==> src/rtl/alm_pkg.sv <==
// Package for the array linked list manager: sizes, command and status codes,
// sequencer states and the node memory layout. No dependencies.
`default_nettype none
package alm_pkg;
  localparam int Capacity  = 64;
  localparam int SlotBits  = 6;
  localparam int PosBits   = 7;
  localparam int ElemBits  = 32;
  localparam int NodeBits  = 1 + PosBits + ElemBits;
  localparam logic [PosBits-1:0] NIL = 7'd64;

  typedef enum logic [2:0] {
    CMD_ADD_FRONT = 3'd0,
    CMD_ADD_END   = 3'd1,
    CMD_INSERT    = 3'd2,
    CMD_REMOVE    = 3'd3,
    CMD_READ      = 3'd4,
    CMD_WRITE     = 3'd5,
    CMD_SEARCH    = 3'd6,
    CMD_BAD       = 3'd7
  } cmd_t;

  typedef enum logic [1:0] {
    ST_OK        = 2'd0,
    ST_INVALID   = 2'd1,
    ST_FULL      = 2'd2,
    ST_NOT_FOUND = 2'd3
  } status_t;

  typedef enum logic [2:0] {
    S_IDLE,
    S_READ,
    S_EVAL,
    S_STEP,
    S_LINK,
    S_WALK,
    S_DONE
  } state_t;

  // one entry of the node memory
  typedef struct packed {
    logic                in_use;
    logic [PosBits-1:0]  bwd;
    logic [ElemBits-1:0] value;
  } node_t;
endpackage
`default_nettype wire

==> src/rtl/alm_ram.sv <==
// Generic single-write, single-read synchronous RAM with registered read data.
// No dependencies.
`default_nettype none
module alm_ram #(
  parameter int Width = 8,
  parameter int Depth = 64,
  parameter int AddrBits = $clog2(Depth)
) (
  input  wire logic                clk,
  input  wire logic                wen,
  input  wire logic [AddrBits-1:0] waddr,
  input  wire logic [Width-1:0]    wdata,
  input  wire logic [AddrBits-1:0] raddr,
  output      logic [Width-1:0]    rdata
);
  logic [Width-1:0] mem [Depth];

  always_ff @(posedge clk) begin
    if (wen) begin
      mem[waddr] <= wdata;
    end
    rdata <= mem[raddr];
  end
endmodule
`default_nettype wire

==> src/rtl/array_linked_list_manager.sv <==
// Array linked list manager: doubly linked list in slot memories.
// States after accept: read/overwrite and errors go read, evaluate, done; add and
// remove go read, evaluate, link, done; insert adds a step before the link; search
// walks from the head to a match or the end. Words are taken only in idle; a result
// held in the output register lets the next word in and stalls only its done state.
// Reset: rst (synchronous) sets head and tail to NIL, clears length, free head and the
// per-slot touched bits; an untouched slot reads as free with forward link i+1.
`default_nettype none
module array_linked_list_manager (
  input  wire logic        clk,
  input  wire logic        rst,
  input  wire logic        s_tvalid,
  output      logic        s_tready,
  input  wire logic [47:0] s_tdata,  // command[2:0], position[9:3], value[41:10]
  output      logic        m_tvalid,
  input  wire logic        m_tready,
  output      logic [55:0] m_tdata   // status[1:0], elem_out[33:2], position_out[40:34],
                                     // count[47:41], head_position[54:48]
);
  import alm_pkg::*;

  state_t state, state_next;
  cmd_t                cmd;
  logic [PosBits-1:0]  pos;
  logic [ElemBits-1:0] val;
  logic [PosBits-1:0]  head, tail, free_head, length;
  logic [Capacity-1:0] touched;
  logic [PosBits-1:0]  cur, nx_q;
  logic [PosBits-1:0]  bk_slot, bk_link, fw_slot, fw_link;
  status_t             w_status;
  logic [ElemBits-1:0] w_elem;
  logic [PosBits-1:0]  w_pout;
  logic                out_valid;
  logic [54:0]         out_word;

  // node memory {in_use, backward, value} and forward link memory
  logic                node_wen, fwd_wen;
  logic [SlotBits-1:0] node_waddr, node_raddr, fwd_waddr, fwd_raddr, fwd_raddr_q;
  node_t               node_wdata, node_rd;
  logic [NodeBits-1:0] node_rdata;
  logic [PosBits-1:0]  fwd_wdata, fwd_raw, fwd_rd;

  alm_ram #(.Width(NodeBits), .Depth(Capacity)) u_node (
    .clk, .wen(node_wen), .waddr(node_waddr), .wdata(node_wdata), .raddr(node_raddr),
    .rdata(node_rdata));
  alm_ram #(.Width(PosBits), .Depth(Capacity)) u_fwd (
    .clk, .wen(fwd_wen), .waddr(fwd_waddr), .wdata(fwd_wdata), .raddr(fwd_raddr),
    .rdata(fwd_raw));

  assign node_rd = node_t'(node_rdata);
  // untouched slot still holds its reset link i+1
  assign fwd_rd = touched[fwd_raddr_q] ? fwd_raw : ({1'b0, fwd_raddr_q} + 7'd1);

  logic [SlotBits-1:0] fs, ps, hs;
  assign fs = free_head[SlotBits-1:0];
  assign ps = pos[SlotBits-1:0];
  assign hs = head[SlotBits-1:0];

  logic pos_ok, full;
  assign pos_ok = !pos[SlotBits] && touched[ps] && node_rd.in_use;
  assign full   = free_head[SlotBits];
  assign s_tready = (state == S_IDLE);
  assign m_tvalid = out_valid;
  assign m_tdata  = {1'b0, out_word};

  always_comb begin
    state_next = state;
    node_raddr = ps;
    fwd_raddr  = ps;
    node_wen = 1'b0; node_waddr = fs; node_wdata = '{1'b1, NIL, val};
    fwd_wen = 1'b0; fwd_waddr = fs; fwd_wdata = NIL;
    case (state)
      S_IDLE: if (s_tvalid) state_next = S_READ;
      S_READ: begin
        case (cmd)
          CMD_ADD_FRONT: begin
            node_raddr = hs;
            fwd_raddr = fs;
          end
          CMD_ADD_END: fwd_raddr = fs;
          CMD_SEARCH: begin
            node_raddr = hs;
            fwd_raddr = hs;
          end
          default: ;
        endcase
        if (cmd == CMD_SEARCH) state_next = head[SlotBits] ? S_DONE : S_WALK;
        else state_next = S_EVAL;
      end
      S_EVAL: begin
        state_next = S_DONE;
        case (cmd)
          CMD_ADD_FRONT, CMD_ADD_END: if (!full) begin
            // old head entry is read again so its value survives the backward-link rewrite
            node_raddr = hs;
            node_wen = 1'b1;
            node_wdata = '{1'b1, (cmd == CMD_ADD_END) ? tail : NIL, val};
            fwd_wen = 1'b1;
            fwd_wdata = (cmd == CMD_ADD_FRONT) ? head : NIL;
            state_next = S_LINK;
          end
          CMD_INSERT: if (pos_ok && !full) begin
            fwd_raddr = fs;
            state_next = S_STEP;
          end
          CMD_REMOVE: if (pos_ok) begin
            node_raddr = fwd_rd[SlotBits-1:0];
            node_wen = 1'b1; node_waddr = ps;
            node_wdata = '{1'b0, node_rd.bwd, node_rd.value};
            fwd_wen = 1'b1; fwd_waddr = ps; fwd_wdata = free_head;
            state_next = S_LINK;
          end
          CMD_WRITE: if (pos_ok) begin
            node_wen = 1'b1; node_waddr = ps;
            node_wdata = '{1'b1, node_rd.bwd, val};
          end
          default: ;
        endcase
      end
      S_STEP: begin
        node_raddr = nx_q[SlotBits-1:0];
        node_wen = 1'b1; node_wdata = '{1'b1, pos, val};
        fwd_wen = 1'b1; fwd_wdata = nx_q;
        state_next = S_LINK;
      end
      S_LINK: begin
        // neighbor fixups: backward link of one slot, forward link of another
        if (!bk_slot[SlotBits]) begin
          node_wen = 1'b1; node_waddr = bk_slot[SlotBits-1:0];
          node_wdata = '{1'b1, bk_link, node_rd.value};
        end
        if (!fw_slot[SlotBits]) begin
          fwd_wen = 1'b1; fwd_waddr = fw_slot[SlotBits-1:0];
          fwd_wdata = fw_link;
        end
        state_next = S_DONE;
      end
      S_WALK: begin
        node_raddr = fwd_rd[SlotBits-1:0];
        fwd_raddr  = fwd_rd[SlotBits-1:0];
        if (node_rd.value == val || fwd_rd[SlotBits]) state_next = S_DONE;
      end
      S_DONE: if (!out_valid || m_tready) state_next = S_IDLE;
      default: state_next = S_IDLE;
    endcase
  end

  always_ff @(posedge clk) begin
    fwd_raddr_q <= fwd_raddr;
    if (rst) begin
      state <= S_IDLE; out_valid <= 1'b0;
      head <= NIL; tail <= NIL; free_head <= '0; length <= '0;
      touched <= '0;
    end else begin
      state <= state_next;
      if (state == S_DONE && (!out_valid || m_tready)) begin
        out_valid <= 1'b1;
        out_word  <= {head, length, w_pout, w_elem, w_status};
      end else if (m_tready) begin
        out_valid <= 1'b0;
      end
      case (state)
        S_IDLE: if (s_tvalid) begin
          cmd <= cmd_t'(s_tdata[2:0]); pos <= s_tdata[9:3]; val <= s_tdata[41:10];
          w_status <= ST_OK; w_elem <= '0; w_pout <= NIL;
        end
        S_READ: if (cmd == CMD_SEARCH) begin
          cur <= head;
          if (head[SlotBits]) w_status <= ST_NOT_FOUND;
        end
        S_EVAL: begin
          case (cmd)
            CMD_ADD_FRONT, CMD_ADD_END: if (full) w_status <= ST_FULL;
              else begin
                touched[fs] <= 1'b1;
                free_head <= fwd_rd; length <= length + 7'd1; w_pout <= free_head;
                if (cmd == CMD_ADD_FRONT) begin
                  head <= free_head;
                  if (head[SlotBits]) tail <= free_head;
                  bk_slot <= head; bk_link <= free_head; fw_slot <= NIL;
                end else begin
                  tail <= free_head;
                  if (tail[SlotBits]) head <= free_head;
                  fw_slot <= tail; fw_link <= free_head; bk_slot <= NIL;
                end
              end
            CMD_INSERT: if (!pos_ok) w_status <= ST_INVALID;
              else if (full) w_status <= ST_FULL;
              else nx_q <= fwd_rd;
            CMD_REMOVE: if (!pos_ok) w_status <= ST_INVALID;
              else begin
                free_head <= pos; length <= length - 7'd1;
                w_elem <= node_rd.value; w_pout <= fwd_rd;
                if (node_rd.bwd[SlotBits]) head <= fwd_rd;
                if (fwd_rd[SlotBits]) tail <= node_rd.bwd;
                fw_slot <= node_rd.bwd; fw_link <= fwd_rd;
                bk_slot <= fwd_rd; bk_link <= node_rd.bwd;
              end
            CMD_READ, CMD_WRITE: if (!pos_ok) w_status <= ST_INVALID;
              else w_elem <= node_rd.value;
            default: w_status <= ST_INVALID;
          endcase
        end
        S_STEP: begin
          // free slot's forward link is on the read port now
          touched[fs] <= 1'b1;
          free_head <= fwd_rd; length <= length + 7'd1; w_pout <= free_head;
          if (nx_q[SlotBits]) tail <= free_head;
          bk_slot <= nx_q; bk_link <= free_head;
          fw_slot <= pos; fw_link <= free_head;
        end
        S_WALK: begin
          if (node_rd.value == val) w_pout <= cur;
          else if (fwd_rd[SlotBits]) w_status <= ST_NOT_FOUND;
          cur <= fwd_rd;
        end
        default: ;
      endcase
    end
  end

  assert property (@(posedge clk) disable iff (rst) length <= 7'(Capacity))
    else $error("length above capacity");
  assert property (@(posedge clk) disable iff (rst)
    (s_tvalid && s_tready) |=> state == S_READ)
    else $error("accepted item did not start");
  assert property (@(posedge clk) disable iff (rst)
    (m_tvalid && !m_tready) |=> (m_tvalid && $stable(m_tdata)))
    else $error("result word changed while stalled");
  assert property (@(posedge clk) disable iff (rst)
    (head == NIL) == (length == 7'd0))
    else $error("head and length disagree");
endmodule
`default_nettype wire
==> config.mk <==
export PLATFORM = sky130hd
export DESIGN_NAME = array_linked_list_manager
export DESIGN_NICKNAME = d
export VERILOG_FILES = /design/src/rtl/alm_pkg.sv /design/src/rtl/alm_ram.sv /design/src/rtl/array_linked_list_manager.sv
export SDC_FILE = /design/constraint.sdc
export NUM_CORES = 2
export LEC_CHECK = 0
export BUFFER_PORTS_ARGS = -buffer_cell sky130_fd_sc_hd__buf_2
export CAP_MARGIN = 10
export CORE_ASPECT_RATIO = 0.5
export CORE_MARGIN = 10
export CORE_UTILIZATION = 40
export CTS_BUF_LIST = sky130_fd_sc_hd__clkbuf_16
export CTS_CLUSTER_SIZE = 12
export DETAILED_ROUTE_END_ITERATION = 6
export PLACE_DENSITY = 0.54
export SYNTH_ARGS = -nofsm -noshare
export SYNTH_HDL_FRONTEND = slang
export SYNTH_HIERARCHICAL = 1
export SYNTH_SLANG_ARGS = --single-unit
==> constraint.sdc <==
create_clock -name clk -period 10.5 [get_ports clk]
set_input_delay 0.525 -clock clk [delete_from_list [all_inputs] [get_ports clk]]
set_output_delay 0.525 -clock clk [all_outputs]
set_load 0.05 [all_outputs]
==> out/metrics.yaml <==
outcome: "complete, no violations"
via_per_inst: 5.97
placed_cell_area_um2: 137000
drt-total-wl_um: 360000
timing.final.ws_setup_ps: 2360
clock-sinks: 3337
whs_ps: 94.4
synth_top_area_frac: 0.736
synthSimpleGateAreaFrac: 0.0325
dieArea_um2: 350000
die_h_um: 423
root_buffer: "clkbuf_16"
setup_viol: 0
avgSynthCellArea_um2: 20.0
vias: 67432
worst_pin_slew_ps: 1260
netlist_area_um2: 130000
rsz0062_at_grt: "no"
crit_buf_inv: 5
grt_start_max_net_pins: 119
syn-num-nets: 6547
fin_area_um2: 146000
ys.flop_type: "edfxtp_1"
cp.arrival_ps: 8950
critPathSlowestCell: "nor4_1"
crit_top_cell: "buf_4"
core_um2: 322000
fillCellCount: 27027
p_leak_nw: 46.5
finalNonFillerCells: 11295
antenna_found_initial: 11
fin_crit_ps: 8140
multi_input_area_um2: 30100
ys_async_sr_fraction: 0
ys_ff_latch: 3337
hold_viol_final: 0
synth_top_family_by_area: "multiplexers"
die_w_um: 826
grtUsageTotal: 0.201
path_cells: "buf_4 > mux4_2 > mux4_2 > a22o_1 > and2b_1 > nor2_4 > inv_2 > buf_4 > o21ai_0 > o32a_2 > buf_4 > and2_1 > nand2b_2 > buf_4 > o22ai_1 > nor4_1 > o22a_1"
start_kind: "register"
drc: 0
grt_pass1_wl_um: 510000
p_switching_w: 0.0147
numPortBuffers: 102
maxSlewViolCount: 0
grt_pass1_vias: 68265
netlist-cell-type-count: 78
initial_utilization: 0.404
postCtsHoldBufs: 42
hp-class: "in2reg"
power.share.clock: 0.248
place.gp.congestion: 0.844
drt_iter0_drc: 8998
ioPinCount: 110
yosysSeqAreaShare: 0.759
wl_per_cell_um: 31.8
crit_required_ps: 11310
hpwlAfterDp_um: 209000
synth_adder_area_share: 0.000289
combPwrFrac: 0.357
layout-drive-gt1-share: 0.236
row_count: 147
syn_inst: 6492
max_clock_freq_mhz: 123
clkLatencyLatePin_ps: 890
setup_tns_ps: 0
path_delay_family: "simple AND/OR/NAND/NOR gates"
dr.pass1.iters: 6
peakVddDrop_v: 0.000315
cts_tree: "built"
post_cts_resized: 0
overflow: 0
synth-compound-area-share: 0.0457
synth-xor-area-share: 0.00283
path_class: "reg2reg"
endpoint_kind: "register"
yosysWarningCount: 6
place_ws_ps: 2370
swShare: 0.347
critical_path.max_fanout: 69
fin_crit_sh: 0.775
finClkSkew_ps: 42.1
drtAntennaViolNets: 0
place_inst: 10724
yosysTopAreaCell: "edfxtp_1"
cts_max_level: 5
pwr-share-seq: 0.395
clkTransAtPathRegs_ps: 60
powerDensity_nw_per_um2: 290
final_nets: 6842
drv_cap: 0
p_int_w: 0.0277
postCtsSetupBuffers: 0
clockBufferDepth: 4
muxShareOfSynthArea: 0.142
slew-limit-headroom: 0.158
area_growth_pct: 12.6
seq_area_um2: 98700
cp_slowest_stage_delay_ps: 980
numCtsBuffers: 329
synth_edf_count: 3188
ys_top_cells_by_area: "edfxtp_1 74%, mux4_2 13%, dfxtp_1 2.3%"
## registers in the layout, summed over array words and instances, names as in the netlist, 32 cells and up
signal        flops
u_fwd/mem       448
val              32
w_elem           32
out_word         55
touched          64
u_node/mem     2560
u_node/rdata     40
## synthesized netlist by cell type (9+ instances only)
library cell,n
a21o_1,20
nand2_1,228
o21a_1,15
nor3_1,30
mux2i_1,123
or2_2,17
o221ai_1,76
nand3b_1,20
buf_1,21
a21oi_1,182
or3_1,17
o31ai_1,10
o21ai_1,17
buf_4,56
inv_1,25
a31oi_1,22
nand3_1,40
a22o_1,20
clkbuf_1,188
nor4_1,42
mux2_2,37
xnor2_1,39
o21ai_0,72
o22ai_1,185
o211a_1,9
a221oi_1,36
and3_1,48
a22oi_1,60
o211ai_1,11
o22a_1,25
mux4_2,746
dfxtp_1,149
edfxtp_1,3188
nand4_1,14
buf_2,109
buf_6,33
and2_1,15
nand2b_1,32
nor2_1,329
a211oi_1,40
nor2b_1,31
a32oi_1,9
## cell usage in the layout, fill, tap and decap left out, drive strengths merged, types with 30 or more instances in the layout
cell type       n
nor2          331
mux2           44
nand3          40
edfxtp       3188
nor4           42
and3           48
nor2b          32
buf           329
nand2b         32
dlygate4sd3    42
mux2i         123
o221ai         76
o21ai          89
a221oi         36
clkinv         32
a21oi         182
clkbuf        338
a211oi         41
a22oi          61
dfxtp         149
inv           170
nor3           30
o22ai         185
xnor2          39
nand2         229
mux4          746
## power by group through the flow
stage / clock network, W / registers, W / logic (W)
CTS: 0.0108 / 0.0168 / 0.0153
finish: 0.0105 / 0.0168 / 0.0152
detailed placement: 0 / 0.0170 / 0.0152
global route: 0.0113 / 0.0168 / 0.0160
floorplan: 0 / 0.0168 / 0.00989
global placement: 0 / 0.0170 / 0.0150
## stage by stage
step	util	power [W]
4_1_cts	0.454	0.0428
2_1_floorplan	-	0.0267
3_5_place_dp	0.424	0.0323
5_1_grt	0.455	0.0441
3_3_place_gp	0.424	0.0320
6_report	0.455	0.0425
## worst reg2reg max path, cell delays in order (launching register included)
cell and delay (ps):
edfxtp_1 720, buf_4 390, mux4_2 370, mux4_2 560, a22o_1 270, and2b_1 820, nor2_4 390, inv_2 130
buf_4 510, o21ai_0 180, o32a_2 280, buf_4 270, and2_1 690, nand2b_2 700, buf_4 450, o22ai_1 140
nor4_1 980, o22a_1 240
## cells by family (layout without fill, tap and decap cells)
logic type               Yosys count  count (layout)
flip-flops                      3337            3337
multiplexers                     913             913
AND/OR/NAND/NOR                  897             897
AO/OA/AOI/OAI                    865             865
buffers and inverters            434             913
XOR/XNOR                          42              42
adder cells (fa/ha/maj)            3               3
other                              1               4
## area by class of cell
cell class | count | area share
well taps | 4321 | 0.0369
flip-flops and latches | 3337 | 0.674
clock buffers | 337 | 0.0576
diodes | 3 | 0.0000512
inverters | 26 | 0.000675
repair buffers | 372 | 0.0200
multi-input cells | 2721 | 0.205
clock inverters | 178 | 0.00546
## per-layer routing
| layer | vias to the layer above | wire length, um | track usage |
|---|---|---|---|
| met2 | 2983 | 170000 | 0.320 |
| met1 | 36305 | 151000 | 0.284 |
| met4 | 2 | 10000 | 0.0542 |
| met3 | 571 | 28700 | 0.0374 |
| li1 | 27571 | - | - |
| met5 | - | 9 | 0 |
## path summary, 6_finish.rpt
| kind | startpoint | endpoint | slack, ps | cells after the start |
|---|---|---|---|---|
| max reg2reg | pos[1] | u_node/rdata[14] | 2360 | 17 |
| min | s_tvalid | state[0] | 90 | 3 |
| max | pos[1] | u_node/rdata[14] | 2360 | 17 |
| min reg2reg | w_elem[8] | out_word[10] | 420 | 0 |
No activity file was read; power rests on OpenSTA's default activity.
